### src/rtl/assert_macros.svh
// Assertion shorthands for the codec modules.
// Each macro expects clk and rst to be visible in the module that uses it.
`ifndef ASSERT_MACROS_SVH
`define ASSERT_MACROS_SVH

// A condition that holds at every edge outside reset.
`define ASSERT_ALWAYS(label, expr, msg) \
  label: assert property (@(posedge clk) disable iff (rst) (expr)) else $error(msg);

// A consequence that holds in the same cycle as its cause.
`define ASSERT_IMPLY(label, ante, cons, msg) \
  label: assert property (@(posedge clk) disable iff (rst) (ante) |-> (cons)) else $error(msg);

// A consequence that holds in the cycle after its cause.
`define ASSERT_NEXT(label, ante, cons, msg) \
  label: assert property (@(posedge clk) disable iff (rst) (ante) |=> (cons)) else $error(msg);

`endif

### src/rtl/b64c_pkg.sv
package b64c_pkg;

  localparam logic MODE_ENCODE = 1'b0;
  localparam logic MODE_DECODE = 1'b1;

  localparam logic [7:0] CHAR_PAD   = 8'h3D;
  localparam logic [7:0] CHAR_SPACE = 8'h20;
  localparam logic [7:0] CHAR_PLUS  = 8'h2B;
  localparam logic [7:0] CHAR_SLASH = 8'h2F;

  // Marks a character outside the alphabet.
  localparam logic [6:0] SEXTET_BAD = 7'd64;

  typedef struct packed {
    logic [7:0] data;
    logic       valid;
    logic       error;
  } res_t;

  // All results that one item causes, in order; last_idx is the count minus one.
  typedef struct packed {
    res_t [3:0] res;
    logic [1:0] last_idx;
    logic       last;
  } job_t;

  function automatic logic [7:0] to_char(input logic [5:0] v);
    logic [7:0] w;
    w = {2'b00, v};
    if (v < 6'd26)       return w + 8'd65;
    else if (v < 6'd52)  return w + 8'd71;
    else if (v < 6'd62)  return w - 8'd4;
    else if (v == 6'd62) return CHAR_PLUS;
    else                 return CHAR_SLASH;
  endfunction

  function automatic logic [6:0] from_char(input logic [7:0] c);
    if (c >= 8'h41 && c <= 8'h5A)      return 7'(c - 8'd65);
    else if (c >= 8'h61 && c <= 8'h7A) return 7'(c - 8'd71);
    else if (c >= 8'h30 && c <= 8'h39) return 7'(c + 8'd4);
    else if (c == CHAR_PLUS)           return 7'd62;
    else if (c == CHAR_SLASH)          return 7'd63;
    else                               return SEXTET_BAD;
  endfunction

endpackage

### src/rtl/base64_stream_codec_top.sv
// Streaming base64 codec.
// Input channel: in_valid/in_stall with in_byte and in_last, one byte or character per item;
// in_last marks the final item of a message.
// Output channel: res_valid/res_stall with out_byte, out_valid, out_error and out_last.
// out_valid is 0 on error items and on the empty item that closes a message with no data.
// Configuration: cfg_valid/cfg_ready/cfg_data writes the mode bit (0 encode, 1 decode)
// and clears the pending bits; write it only while the codec is idle.
// An accepted item is written into the job queue; its first result then passes through the output
// register to the outputs.
// Throughput: the output register delivers one result per cycle while res_stall is low; an item
// has one to four results (four characters per three bytes when encoding).
// The input side classifies and takes one item per cycle as long as the job queue
// (QUEUE_DEPTH entries) has room; in_stall is high while the queue is full.
// When the receiver stalls, the output register holds its item and the queue fills,
// after which the input stalls too. Nothing is dropped.
// Reset selects encode mode, clears the pending bits, empties the queue and the
// output register.
module base64_stream_codec_top import b64c_pkg::*; #(
  parameter int QUEUE_DEPTH = 2
) (
  input  logic       clk,
  input  logic       rst,
  input  logic       cfg_valid,
  output logic       cfg_ready,
  input  logic       cfg_data,
  input  logic       in_valid,
  output logic       in_stall,
  input  logic [7:0] in_byte,
  input  logic       in_last,
  output logic       res_valid,
  input  logic       res_stall,
  output logic [7:0] out_byte,
  output logic       out_valid,
  output logic       out_last,
  output logic       out_error
);

  logic push, pop, q_full, q_empty;
  job_t job_in, job_out;

  b64c_front u_front (
    .clk       (clk),
    .rst       (rst),
    .cfg_valid (cfg_valid),
    .cfg_ready (cfg_ready),
    .cfg_data  (cfg_data),
    .in_valid  (in_valid),
    .in_stall  (in_stall),
    .in_byte   (in_byte),
    .in_last   (in_last),
    .q_full    (q_full),
    .push      (push),
    .job       (job_in)
  );

  b64c_queue #(.DEPTH(QUEUE_DEPTH)) u_queue (
    .clk     (clk),
    .rst     (rst),
    .push    (push),
    .job_in  (job_in),
    .pop     (pop),
    .job_out (job_out),
    .full    (q_full),
    .empty   (q_empty)
  );

  b64c_back u_back (
    .clk       (clk),
    .rst       (rst),
    .q_job     (job_out),
    .q_empty   (q_empty),
    .pop       (pop),
    .res_valid (res_valid),
    .res_stall (res_stall),
    .out_byte  (out_byte),
    .out_valid (out_valid),
    .out_last  (out_last),
    .out_error (out_error)
  );

endmodule

### src/rtl/b64c_front.sv
module b64c_front import b64c_pkg::*; (
  input  logic       clk,
  input  logic       rst,
  input  logic       cfg_valid,
  output logic       cfg_ready,
  input  logic       cfg_data,
  input  logic       in_valid,
  output logic       in_stall,
  input  logic [7:0] in_byte,
  input  logic       in_last,
  input  logic       q_full,
  output logic       push,
  output job_t       job
);

  logic       mode;
  logic [5:0] store, store_next;
  logic [2:0] count, count_next;
  logic       dropping, dropping_next;
  logic       accept;
  res_t [3:0] r;
  logic [2:0] n;
  logic [11:0] s;
  logic [6:0] v;

  assign cfg_ready = 1'b1;
  assign in_stall  = q_full;
  assign accept    = in_valid && !in_stall;

  always_comb begin
    r             = '0;
    n             = 3'd0;
    s             = '0;
    v             = '0;
    store_next    = store;
    count_next    = count;
    dropping_next = dropping;
    if (mode == MODE_ENCODE) begin
      if (in_byte[7]) begin
        r[0].error = 1'b1;
        n          = 3'd1;
      end else begin
        s = {store[3:0], in_byte};
        unique case (count)
          3'd2: begin
            r[0]       = '{data: to_char(s[9:4]), valid: 1'b1, error: 1'b0};
            n          = 3'd1;
            store_next = {2'b00, s[3:0]};
            count_next = 3'd4;
          end
          3'd4: begin
            r[0]       = '{data: to_char(s[11:6]), valid: 1'b1, error: 1'b0};
            r[1]       = '{data: to_char(s[5:0]), valid: 1'b1, error: 1'b0};
            n          = 3'd2;
            store_next = '0;
            count_next = 3'd0;
          end
          default: begin
            r[0]       = '{data: to_char(s[7:2]), valid: 1'b1, error: 1'b0};
            n          = 3'd1;
            store_next = {4'b0000, s[1:0]};
            count_next = 3'd2;
          end
        endcase
      end
      // Flush the partial group and pad the message to a multiple of four.
      if (in_last) begin
        if (count_next == 3'd2) begin
          r[n[1:0]]          = '{data: to_char({store_next[1:0], 4'b0000}),
                                 valid: 1'b1, error: 1'b0};
          r[2'(n + 3'd1)]    = '{data: CHAR_PAD, valid: 1'b1, error: 1'b0};
          r[2'(n + 3'd2)]    = '{data: CHAR_PAD, valid: 1'b1, error: 1'b0};
          n                  = n + 3'd3;
        end else if (count_next == 3'd4) begin
          r[n[1:0]]          = '{data: to_char({store_next[3:0], 2'b00}),
                                 valid: 1'b1, error: 1'b0};
          r[2'(n + 3'd1)]    = '{data: CHAR_PAD, valid: 1'b1, error: 1'b0};
          n                  = n + 3'd2;
        end
      end
    end else if (!dropping && in_byte != CHAR_SPACE && in_byte != CHAR_PAD) begin
      v = from_char(in_byte);
      if (v == SEXTET_BAD) begin
        r[0].error    = 1'b1;
        n             = 3'd1;
        dropping_next = 1'b1;
      end else begin
        s = {store, v[5:0]};
        unique case (count)
          3'd2: begin
            r[0]       = '{data: s[7:0], valid: 1'b1, error: 1'b0};
            n          = 3'd1;
            store_next = '0;
            count_next = 3'd0;
          end
          3'd4: begin
            r[0]       = '{data: s[9:2], valid: 1'b1, error: 1'b0};
            n          = 3'd1;
            store_next = {4'b0000, s[1:0]};
            count_next = 3'd2;
          end
          3'd6: begin
            r[0]       = '{data: s[11:4], valid: 1'b1, error: 1'b0};
            n          = 3'd1;
            store_next = {2'b00, s[3:0]};
            count_next = 3'd4;
          end
          default: begin
            store_next = v[5:0];
            count_next = 3'd6;
          end
        endcase
      end
    end
    // A last item with nothing to send still closes the message with an empty item.
    if (in_last && n == 3'd0) begin
      n = 3'd1;
    end
    if (in_last) begin
      store_next    = '0;
      count_next    = '0;
      dropping_next = 1'b0;
    end
  end

  assign push         = accept && (n != 3'd0);
  assign job.res      = r;
  assign job.last_idx = 2'(n - 3'd1);
  assign job.last     = in_last;

  always_ff @(posedge clk) begin
    if (rst) begin
      mode     <= MODE_ENCODE;
      store    <= '0;
      count    <= '0;
      dropping <= 1'b0;
    end else if (cfg_valid && cfg_ready) begin
      mode     <= cfg_data;
      store    <= '0;
      count    <= '0;
      dropping <= 1'b0;
    end else if (accept) begin
      store    <= store_next;
      count    <= count_next;
      dropping <= dropping_next;
    end
  end

endmodule

### src/rtl/b64c_queue.sv
`include "assert_macros.svh"

module b64c_queue import b64c_pkg::*; #(
  parameter int DEPTH = 2
) (
  input  logic clk,
  input  logic rst,
  input  logic push,
  input  job_t job_in,
  input  logic pop,
  output job_t job_out,
  output logic full,
  output logic empty
);

  localparam int PW = $clog2(DEPTH);
  localparam int CW = $clog2(DEPTH + 1);

  job_t          mem [DEPTH];
  logic [PW-1:0] wr_ptr, rd_ptr;
  logic [CW-1:0] count;

  assign full    = (count == CW'(DEPTH));
  assign empty   = (count == '0);
  assign job_out = mem[rd_ptr];

  always_ff @(posedge clk) begin
    if (push) begin
      mem[wr_ptr] <= job_in;
    end
  end

  always_ff @(posedge clk) begin
    if (rst) begin
      wr_ptr <= '0;
      rd_ptr <= '0;
      count  <= '0;
    end else begin
      if (push) begin
        wr_ptr <= (wr_ptr == PW'(DEPTH - 1)) ? '0 : wr_ptr + 1'b1;
      end
      if (pop) begin
        rd_ptr <= (rd_ptr == PW'(DEPTH - 1)) ? '0 : rd_ptr + 1'b1;
      end
      if (push && !pop) begin
        count <= count + 1'b1;
      end else if (pop && !push) begin
        count <= count - 1'b1;
      end
    end
  end

  `ASSERT_IMPLY(a_no_push_full, push, !full, "queue written while full")
  `ASSERT_IMPLY(a_no_pop_empty, pop, !empty, "queue read while empty")
  `ASSERT_NEXT(a_push_fills, push && !pop, !empty, "pushed item missing from queue")

endmodule

### src/rtl/b64c_back.sv
`include "assert_macros.svh"

module b64c_back import b64c_pkg::*; (
  input  logic       clk,
  input  logic       rst,
  input  job_t       q_job,
  input  logic       q_empty,
  output logic       pop,
  output logic       res_valid,
  input  logic       res_stall,
  output logic [7:0] out_byte,
  output logic       out_valid,
  output logic       out_last,
  output logic       out_error
);

  logic [1:0] idx;
  logic       load;
  logic       at_end;
  res_t       sel;

  // The output register refills whenever the queue holds a job and the register is empty or its item is being taken.
  assign load   = !q_empty && (!res_valid || !res_stall);
  assign at_end = (idx == q_job.last_idx);
  assign sel    = q_job.res[idx];
  assign pop    = load && at_end;

  always_ff @(posedge clk) begin
    if (rst) begin
      res_valid <= 1'b0;
      idx       <= '0;
    end else begin
      if (load) begin
        res_valid <= 1'b1;
        idx       <= at_end ? '0 : idx + 1'b1;
      end else if (!res_stall) begin
        res_valid <= 1'b0;
      end
    end
  end

  always_ff @(posedge clk) begin
    if (load) begin
      out_byte  <= sel.data;
      out_valid <= sel.valid;
      out_error <= sel.error;
      out_last  <= q_job.last && at_end;
    end
  end

  `ASSERT_IMPLY(a_idx_in_job, !q_empty, idx <= q_job.last_idx, "result index past end of job")
  `ASSERT_IMPLY(a_idx_idle, q_empty, idx == 2'd0, "result index left over with queue empty")
  `ASSERT_IMPLY(a_err_shape, res_valid && out_error, !out_valid && out_byte == 8'd0,
    "error item carries data")

endmodule
### config.mk
export PLATFORM = sky130hd
export DESIGN_NAME = base64_stream_codec_top
export DESIGN_NICKNAME = d
export VERILOG_FILES = /design/src/rtl/b64c_pkg.sv /design/src/rtl/base64_stream_codec_top.sv /design/src/rtl/b64c_front.sv /design/src/rtl/b64c_queue.sv /design/src/rtl/b64c_back.sv
export VERILOG_INCLUDE_DIRS = /design/src /design/src/rtl
export SDC_FILE = /design/constraint.sdc
export NUM_CORES = 1
export LEC_CHECK = 0
export ABC_AREA = 1
export BUFFER_PORTS_ARGS = -buffer_cell sky130_fd_sc_hd__buf_2
export CAP_MARGIN = 25
export CORE_AREA = 2 2 116 118
export CTS_CLUSTER_SIZE = 10
export DETAILED_ROUTE_END_ITERATION = 8
export DIE_AREA = 0 0 118 120
export PLACE_DENSITY = 0.72
export SKIP_LAST_GASP = 1
export SYNTH_ARGS = -nofsm -noshare
export SYNTH_HDL_FRONTEND = slang
export SYNTH_SLANG_ARGS = --single-unit
### constraint.sdc
create_clock -name clk -period 6.15 [get_ports clk]
set_input_delay 0.615 -clock clk [delete_from_list [all_inputs] [get_ports clk]]
set_output_delay 0.615 -clock clk [all_outputs]
set_load 0.005 [all_outputs]
After elaboration in Yosys (flattened, before gate mapping)
Memories as Yosys holds them, arrays and structs flattened. A register that Yosys moved wholly into a read port is not among the register bits. Index checks and enable logic that the tools add are counted.

Add/sub/neg operators: 30. $lt $le $gt $ge: 31. Equality and inequality tests: 20. Muxes and demuxes: 103. Bitwise logic cells: 8. Reduce and logical (&&, ||, !) cells: 36.

Operators with widths (number): 8-bit 2-to-1 mux (25); 40-bit 2-to-1 mux (3); 6-bit by 7-bit adder with 8-bit output, second input constant (12); 40-bit bitwise mux (2); 6-bit < comparator, second input constant (12); 24-bit OR (3); 10-bit 2-to-1 mux (7); 10-bit demux with 2-bit select (3); 3-bit 2-to-1 mux (18); 7-bit 2-to-1 mux (7); 16-bit bitwise AND (3); 6-bit by 3-bit subtractor with 7-bit output, second input constant (6); 19-bit 2-to-1 mux (2); 6-bit by 5-bit < comparator with 1-bit output, second input constant (6); 6-bit 2-to-1 mux (6); 16-bit inverter (2); 30-bit 2-to-1 mux (1); 10-bit case mux with 3 select lines (1); 6-bit equality test, second input constant (4); 10-bit binary-select mux with 2-bit select (1); 10-bit case mux with 2 select lines (1); 6-bit case mux with 3 select lines (1); 8-bit by 6-bit equality test with 1-bit output, second input constant (2); 8-bit by 7-bit greater-or-equal comparator with 1-bit output, second input constant (2); other kinds (37) (98).

Bits in registers: 29. Bits in writable memories: 86. Input bits: 15. Output and inout bits: 14. Logic and storage cells: 243. Memories kept: 1.

Memory list: u_queue.mem (words 2, width 43, rd ports 1, clocked after Yosys merged registers in 1, write ports 1, RTL line b64c_queue.sv:19) `job_t mem [DEPTH];`.

Logic depth before layout (Yosys ltp)
Gate-level depths: netlist (run 1).

Depth after elaboration: 21. Depth in mapped cells: 28. Gate-level depth less buffers: 27.

By module
From an unflattened synthesis (run 1), not the netlist that was laid out.

Cells, all modules: 1023. Area, all modules: 8560.7 µm².

Modules (own cells, without submodules): b64c_front (times used 1, cells an instance 756, area each 4221.5 µm², sequential area each 220.2 µm²); b64c_queue (times used 1, cells an instance 167, area each 3534.6 µm², sequential area each 2682.6 µm²); b64c_back (times used 1, cells an instance 100, area each 804.5 µm², sequential area each 390.4 µm²).

Worst setup path after synthesis (run 1)
OpenSTA, ideal clock, no wires.

Path type: input-to-reg. Start: input port in_byte[7]. End: memory u_queue.mem[1][0] (netlist name), enable pin. Setup time: 0.433 ns. Arrival time: 4.496 ns. Required time: 5.717 ns. Path slack: 1.221 ns. Stages: 23. Buffers on the path: 2. Path through: buf_6 > inv_4 > buf_2 > ha_1 > nand2_1 > inv_1 > nand3_1 > nand3_4 > nand2_4 > nand3_1 > nand3_1 > nand2_2 > nand2_1 > nor2_4 > nand2_2 > nand2_1 > nand2_1 > nand2_1 > a21oi_1 > ha_1 > a21oi_2 > inv_1 > nor2_1.

Cells in the longest elaborated chain, start to end: 19. Elaborated cells on any way between the ends: 44. Classes of those cells: add/sub (2); order compare (6); eq/ne (7); mux (20); reduce/logical (9).

RTL lines: from (decl) (RTL line base64_stream_codec_top.sv:28) `input logic [7:0] in_byte,`; branches (longest 11 deep; another with 8-bit by 6-bit greater-or-equal comparator with 1-bit output); 3-bit 2-to-1 mux (*) (RTL line b64c_front.sv:38) `if (mode == MODE_ENCODE) begin`; 3-bit zero test (RTL line b64c_front.sv:116) `if (in_last && n == 3'd0) begin`; 1-bit logical AND (RTL line b64c_front.sv:116); 3-bit 2-to-1 mux (*) (RTL line b64c_front.sv:116); 3-bit nonzero test (*) (RTL line b64c_front.sv:126) `assign push = accept && (n != 3'd0);`; 1-bit logical AND (*) (RTL line b64c_front.sv:126); via push (RTL line base64_stream_codec_top.sv:38) `logic push, pop, q_full, q_empty;`; 1-bit 2-to-1 mux (*) (RTL line b64c_queue.sv:28) `if (push) begin`; 1-bit 2-to-1 mux (not written as such) (*) (RTL line b64c_queue.sv:29) `mem[wr_ptr] <= job_in;`; to (decl) (RTL line b64c_queue.sv:19).

Mark *: on every way through the listed nets, which the timed path passes. The select of a mux whose other input is x is not followed.

Worst setup path after layout (run 1)
Start: input port in_byte[6]. End: memory u_queue.mem[1][16] (netlist name), enable pin.

Cells in the longest elaborated chain, start to end: 19. Elaborated cells on any way between the ends: 36. Classes of those cells: add/sub (3); order compare (6); eq/ne (5); mux (13); reduce/logical (9).

RTL lines: branches (longest 10 deep; another with 8-bit by 6-bit greater-or-equal comparator with 1-bit output); 3-bit 2-to-1 mux (*) (RTL line b64c_front.sv:81) `end else if (!dropping && in_byte != CHAR_SPACE && in_byte != CHAR_PAD) begin`; 3-bit 2-to-1 mux (*) (RTL line b64c_front.sv:38); 3-bit zero test (RTL line b64c_front.sv:116); 1-bit logical AND (RTL line b64c_front.sv:116); 3-bit 2-to-1 mux (*) (RTL line b64c_front.sv:116); 3-bit nonzero test (*) (RTL line b64c_front.sv:126); 1-bit logical AND (*) (RTL line b64c_front.sv:126); via push (RTL line base64_stream_codec_top.sv:38); 1-bit 2-to-1 mux (*) (RTL line b64c_queue.sv:28); 1-bit 2-to-1 mux (not written as such) (*) (RTL line b64c_queue.sv:29).

Marks and branches as above.

==> flow_metrics.tcl, run 1 <==
set metrics [dict create \
    status "completed" \
    multi_input_area_mm2 0.00404 \
    end_kind "flop" \
    wl_per_cell_um 18.1 \
    syn_inst 999 \
    vdd_drop_max_mv 0.147 \
    core_mm2 0.0130 \
    tightest_slew_ps 798 \
    netlist.area_leader.share 0.339 \
    dr.pass1.iters 8 \
    grt_max_degree 39 \
    synth_area_leaders "edfxtp_1 34%, nand2_1 8.7%, nor2_1 7.6%" \
    layout-area-overhead-vs-synth_pct 7.57 \
    grt_overflow 0 \
    post_cts_buffers 0 \
    critical_path.max_fanout 22 \
    grtUsageTotal 0.310 \
    syn_avg_cell_area_um2 7.54 \
    cts_resized 0 \
    clkLatencyLatePin_ps 340 \
    dpl_worst_slack_ps 1410 \
    async_flop_share 0 \
    synth_seq_cells 104 \
    dp_hpwl_um 16500 \
    yosysSeqAreaShare 0.389 \
    ios 29 \
    design.die.area_mm2 0.0142 \
    cp.required_ps 6170 \
    numCtsBuffers 9 \
    routabilityCongestion 0.996 \
    grt_pass1_vias 6479 \
    relSlewSlack 0.468 \
    num_rows 42 \
    fill_cells 1229 \
    vias_per_cell 5.87 \
    crit_top_cell "nand2_1" \
    setup_viol 0 \
    layout_min_cycle_time_ps 4430 \
    worst_path_max_delay_cell "ha_1" \
    initial_core_util 0.580 \
    fin_skew_ps 9.77 \
    fin_crit_sh 0.721 \
    crit_type "primary input to flop" \
    antenna_cells 0 \
    setup_ws_ps 1720 \
    powerDensity_mw_per_mm2 302 \
    synth.cell_area_mm2 0.00753 \
    cp.arrival_ps 4450 \
    antenna_found_initial 0 \
    io_buffer_count 27 \
    yosysWarnings 0 \
    critPathBufInv 5 \
    ys_types 46 \
    clockBufferDepth 2 \
    drc_errors 0 \
    startpoint_type "primary input" \
    cts.sinks 104 \
    fp.dieH_um 120 \
    leakagePower_nw 3.31 \
    ys_dominant_reg_cell "edfxtp_1" \
    final_max_slew_viol_count 0 \
    path_cells "buf_2, clkinv_1, ha_1, nand2_1, inv_1, nand2_2, nand2_1, nand2_1, nand2_1, nand2_1, nand2_1, nand2_2, nand2_1, nor2_4, nand2_2, nand2_1, nand2_1, nand2_1, a21oi_1, ha_1, a21oi_2, inv_1, nor2_4, buf_4" \
    fin_setup_tns_ps 0 \
    ctsHtreeMaxLevel 3 \
    routed_wl_um 21700 \
    grt_pass1_wl_um 34400 \
    yosys.area.top_type "edfxtp_1" \
    rsz0062_at_grt "false" \
    first_iter_violations 683 \
    min_path_type "flop to flop" \
    tritoncts "built" \
    hold_buffers 0 \
    path_delay_family "simple AND/OR/NAND/NOR gates" \
    final_core_util 0.624 \
    drt.antenna.violating_nets 0 \
    clock.fmax_mhz 226 \
    path_clk_slew_ps 70 \
    final_nets 1066 \
    cts_root_buffer "clkbuf_16" \
    maxCapViolCount 0 \
    fin_hold_ws_ps 488 \
    hold_viol_final 0 \
    dr_total_vias 7036 \
    synth-edff-count 85 \
    dieWidth_um 118 \
    seq_area_mm2 0.00293 \
    layout-drive-gt1-share 0.107 \
    critPathMaxStageDelay_ps 440 \
]
==> power by group <==
part | internal [mW] | switching, mW | total [mW]
Combinational | 0.279 | 0.615 | 0.895
Sequential | 0.953 | 0.0590 | 1.01
Clock | 0.283 | 0.257 | 0.540
==> layer usage <==
| metal | up-vias | global-route usage | wire [um] |
|---|---|---|---|
| met2 | 303 | 0.543 | 10800 |
| met3 | 71 | 0.0399 | 1190 |
| met1 | 3215 | 0.388 | 8920 |
| met4 | 0 | 0.127 | 856 |
| met5 | - | 0 | 0 |
| li1 | 3447 | - | - |
==> synthesized netlist by cell type (15+ instances only) <==
library cell,instances
edfxtp_1,85
clkbuf_1,15
o211ai_1,18
a21oi_1,49
xor2_1,20
inv_1,90
o21ai_0,113
nand3_1,68
o22ai_1,17
dfxtp_1,19
ha_1,33
nor2_1,152
nand2_1,174
==> worst register-to-register path: stages (launching register included) <==
cell,delay (ps)
dfxtp_1,400
nand3_2,350
nor2_4,330
inv_2,150
nand2_2,130
nand3_2,170
inv_2,210
ha_1,250
a21oi_1,200
nor2_1,80
nor3_1,130
a21oi_1,90
ha_1,220
a21oi_2,180
inv_1,130
nor2_4,390
buf_4,390
==> metrics by stage <==
step	instance area (um^2)	std cells	power [mW]
floorplan	7550	1004	1.65
global placement	7810	1183	1.91
detailed placement	7810	1183	1.91
CTS	8100	1199	2.45
global route	8100	1199	2.60
finish	8100	1199	2.45
==> cell usage in the layout (no fill, tap or decap), types with 3 or more instances in the layout <==
master and n:
nor2_4 7, a21oi_1 49, buf_2 27, conb_1 7, nor3_1 9, o22ai_1 17, o211ai_1 18, inv_2 12
nand2_2 13, nor2_2 5, dfxtp_1 19, clkinv_1 8, o31ai_1 5, ha_1 33, o21ai_2 5, nand2_4 4
o2111ai_1 4, a31oi_1 12, clkbuf_16 9, nand3_2 4, nand4_1 12, inv_1 90, o21ai_0 113, o221ai_1 5
buf_4 7, o21ai_1 5, xor2_1 20, nor2_1 150, nand2_1 174, nand3_4 3, nand3_1 68, edfxtp_1 85
==> final timing paths <==
path,start,end,slack (ps),depth (start not counted)
setup / recovery,in_byte[6],u_queue.mem[1][16],1720,24
hold / removal,u_back.res_valid,u_back.res_valid,490,2
setup reg to reg,u_front.count[2],u_queue.mem[1][16],2000,16
hold reg to reg,u_back.res_valid,u_back.res_valid,490,2
==> area by class of cell <==
class / instances / share of cell area
repair buffers: 34 / 0.0232
inverters: 113 / 0.0531
multi-input cells: 756 / 0.499
well taps: 176 / 0.0272
flip-flops and latches: 104 / 0.362
clock inverters: 7 / 0.00818
clock buffers: 9 / 0.0278
==> flip-flops by register name, indices dropped and copies added (netlist names), 2 cells and up, named ones only <==
signal / flops
u_queue.mem: 74
u_back.out_byte: 8
u_front.store: 6
u_front.count: 3
u_back.idx: 2
u_queue.count: 2
==> logic make-up (layout without fill, tap and decap cells) <==
| family | Yosys count | after routing | synth area share |
|---|---|---|---|
| fa+ha+maj | 33 | 33 | 0.0548 |
| xor+xnor | 22 | 22 | 0.0256 |
| simple gates | 453 | 453 | 0.268 |
| buf+inv | 144 | 163 | 0.0787 |
| other cells | 2 | 7 | 0.000997 |
| flops | 104 | 104 | 0.389 |
| compound gates | 241 | 241 | 0.183 |
No activity file was read; power rests on OpenSTA's default activity.
==> inputs of run 2 (changes only) <==
--- a/config.mk
+++ b/config.mk
@@ -9,11 +9,11 @@
 export ABC_AREA = 1
 export BUFFER_PORTS_ARGS = -buffer_cell sky130_fd_sc_hd__buf_2
 export CAP_MARGIN = 25
-export CORE_AREA = 2 2 116 118
+export CORE_AREA = 2 2 118 120
 export CTS_CLUSTER_SIZE = 10
 export DETAILED_ROUTE_END_ITERATION = 8
-export DIE_AREA = 0 0 118 120
-export PLACE_DENSITY = 0.72
+export DIE_AREA = 0 0 120 122
+export PLACE_DENSITY = 0.73
 export SKIP_LAST_GASP = 1
 export SYNTH_ARGS = -nofsm -noshare
 export SYNTH_HDL_FRONTEND = slang
==> constraint.sdc (replaced) <==
create_clock -name clk -period 3.79 [get_ports clk]
set_input_delay 0.379 -clock clk [delete_from_list [all_inputs] [get_ports clk]]
set_output_delay 0.379 -clock clk [all_outputs]
set_load 0.005 [all_outputs]
==> flow_metrics.tcl, run 2 (synthesis gave the netlist of run 1 again) <==
set metrics [dict create \
    dr_total_vias 7341 \
    cp.required_ps 3840 \
    final_max_slew_viol_count 0 \
    drt.antenna.violating_nets 0 \
    clkLatencyLatePin_ps 340 \
    fill_cells 1212 \
    grt_pass1_wl_um 36200 \
    clockPowerShare 0.226 \
    p_comb_frac 0.383 \
    grtUsageTotal 0.319 \
    ctsHtreeMaxLevel 3 \
    maxCapViolCount 0 \
    cp.arrival_ps 3440 \
    status "completed" \
    setup_viol 0 \
    crit_type "primary input to flop" \
    post_cts_buffers 0 \
    tritoncts "built" \
    fin_skew_ps 11.1 \
    clockBufferDepth 2 \
    seq_power_share 0.391 \
    rsz0062_at_grt "false" \
    grt_max_degree 39 \
    routed.top_layer "met4" \
    vdd_drop_max_mv 0.282 \
    regMostFlops "u_queue.mem" \
    design.die.area_mm2 0.0146 \
    hold_viol_final 0 \
    numCtsBuffers 9 \
    seq_area_mm2 0.00293 \
    layout-drive-gt1-share 0.137 \
    powerDensity_mw_per_mm2 490 \
    cts.sinks 104 \
    drc_errors 0 \
    grt_pass1_vias 6694 \
    wl_met1_um 9020 \
    antenna_found_initial 0 \
    wl_per_cell_um 18.5 \
    final_core_util 0.625 \
    p_switching_mw 1.56 \
    initial_core_util 0.558 \
    cts_root_buffer "clkbuf_16" \
    hold_buffers 0 \
    end_kind "flop" \
    multi_input_area_mm2 0.00404 \
    met2_length_um 11500 \
    core_mm2 0.0135 \
    sw_frac_of_total 0.377 \
    fp.dieH_um 122 \
    top_regs "u_queue.mem x74, u_back.out_byte x8, u_front.store x6" \
    postPlaceCellArea_mm2 0.00813 \
    first_iter_violations 881 \
    clock.fmax_mhz 295 \
    startpoint_type "primary input" \
    dieWidth_um 120 \
    cell_internal_pwr_mw 2.58 \
    tightest_slew_ps 799 \
    min_path_type "primary input to flop" \
    layout_min_cycle_time_ps 3400 \
    leakagePower_nw 3.50 \
    layout-area-overhead-vs-synth_pct 12.0 \
    cts_resized 0 \
    ios 29 \
    routed_wl_um 23000 \
    most-common-layout-cells "174 x nand2_1, 150 x nor2_1, 113 x o21ai_0" \
    path_clk_slew_ps 70 \
    final_area_mm2 0.00844 \
    final_common_cell "nand2_1" \
    largest_register_ffs 74 \
    relSlewSlack 0.454 \
    num_rows 43 \
    dr.pass1.iters 6 \
    fin_crit_sh 0.896 \
    grt_overflow 0 \
    dp_hpwl_um 17400 \
    critical_path.max_fanout 15 \
    vias_per_cell 5.92 \
    antenna_cells 0 \
    io_buffer_count 27 \
    final_nets 1103 \
    routabilityCongestion 1.03 \
    wl_met3_um 1490 \
]
run 2: through the flow:
| stage | std cells | TNS [ps] | total power, mW | setup WS, ps | hold slack (ps) |
|---|---|---|---|---|---|
| after floorplan | 1004 | -20430 | 2.67 | -284 | 437 |
| after CTS | 1240 | 0 | 4.14 | 439 | 257 |
| final | 1240 | 0 | 4.14 | 395 | 266 |
| after global placement | 1224 | 0 | 3.17 | 139 | 460 |
| after global routing | 1240 | 0 | 4.40 | 68.4 | 282 |
| after detailed placement | 1224 | 0 | 3.20 | 117 | 466 |
run 2: layout make-up:
class | count | area share
Inverter | 113 | 0.0510
Clock inverter | 6 | 0.00905
Multi-Input combinational cell | 756 | 0.479
Sequential cell | 104 | 0.348
Tap cell | 180 | 0.0267
Timing Repair Buffer | 71 | 0.0596
Clock buffer | 10 | 0.0271
run 2: metal layers:
layer  vias up  track usage
met5         -            0
met4         0        0.121
met3        93       0.0375
met2       378        0.563
met1      3343        0.400
li1       3527            -
run 2: power groups by stage:
stage	sequential, mW	clock [mW]	combinational [mW]
6_report	1.62	0.936	1.58
2_1_floorplan	1.64	0	1.03
4_1_cts	1.62	0.946	1.57
5_1_grt	1.64	0.991	1.77
3_3_place_gp	1.63	0	1.53
3_5_place_dp	1.64	0	1.56
run 2: critical path, cell delays in order:
cell and delay [ps]:
buf_2 180, inv_1 150, ha_1 230, inv_1 100, nand2_1 50, nand2_1 110
nand2_2 110, nand2_2 100, nand2_1 120, nand2_1 90, nand2_1 50, nand2_1 50
nand2_1 60, nand2_2 100, nand2_1 100, nor2_4 130, nand2_2 100, nand2_1 70
nand2_1 60, nand2_1 60, a21oi_1 70, ha_1 210, a21oi_2 180, inv_1 130
nor2_4 250, buf_12 190
run 2: path summary, 6_finish.rpt:
check | startpoint | endpoint | slack (ps) | cells past startpoint
worst max register to register | u_front.count[0] | u_queue.mem[1][18] | 470 | 19
worst max-delay path | in_byte[1] | u_queue.mem[1][18] | 390 | 26
worst min-delay path | cfg_data | u_front.mode | 270 | 3
worst min register to register | u_back.res_valid | u_back.res_valid | 480 | 2
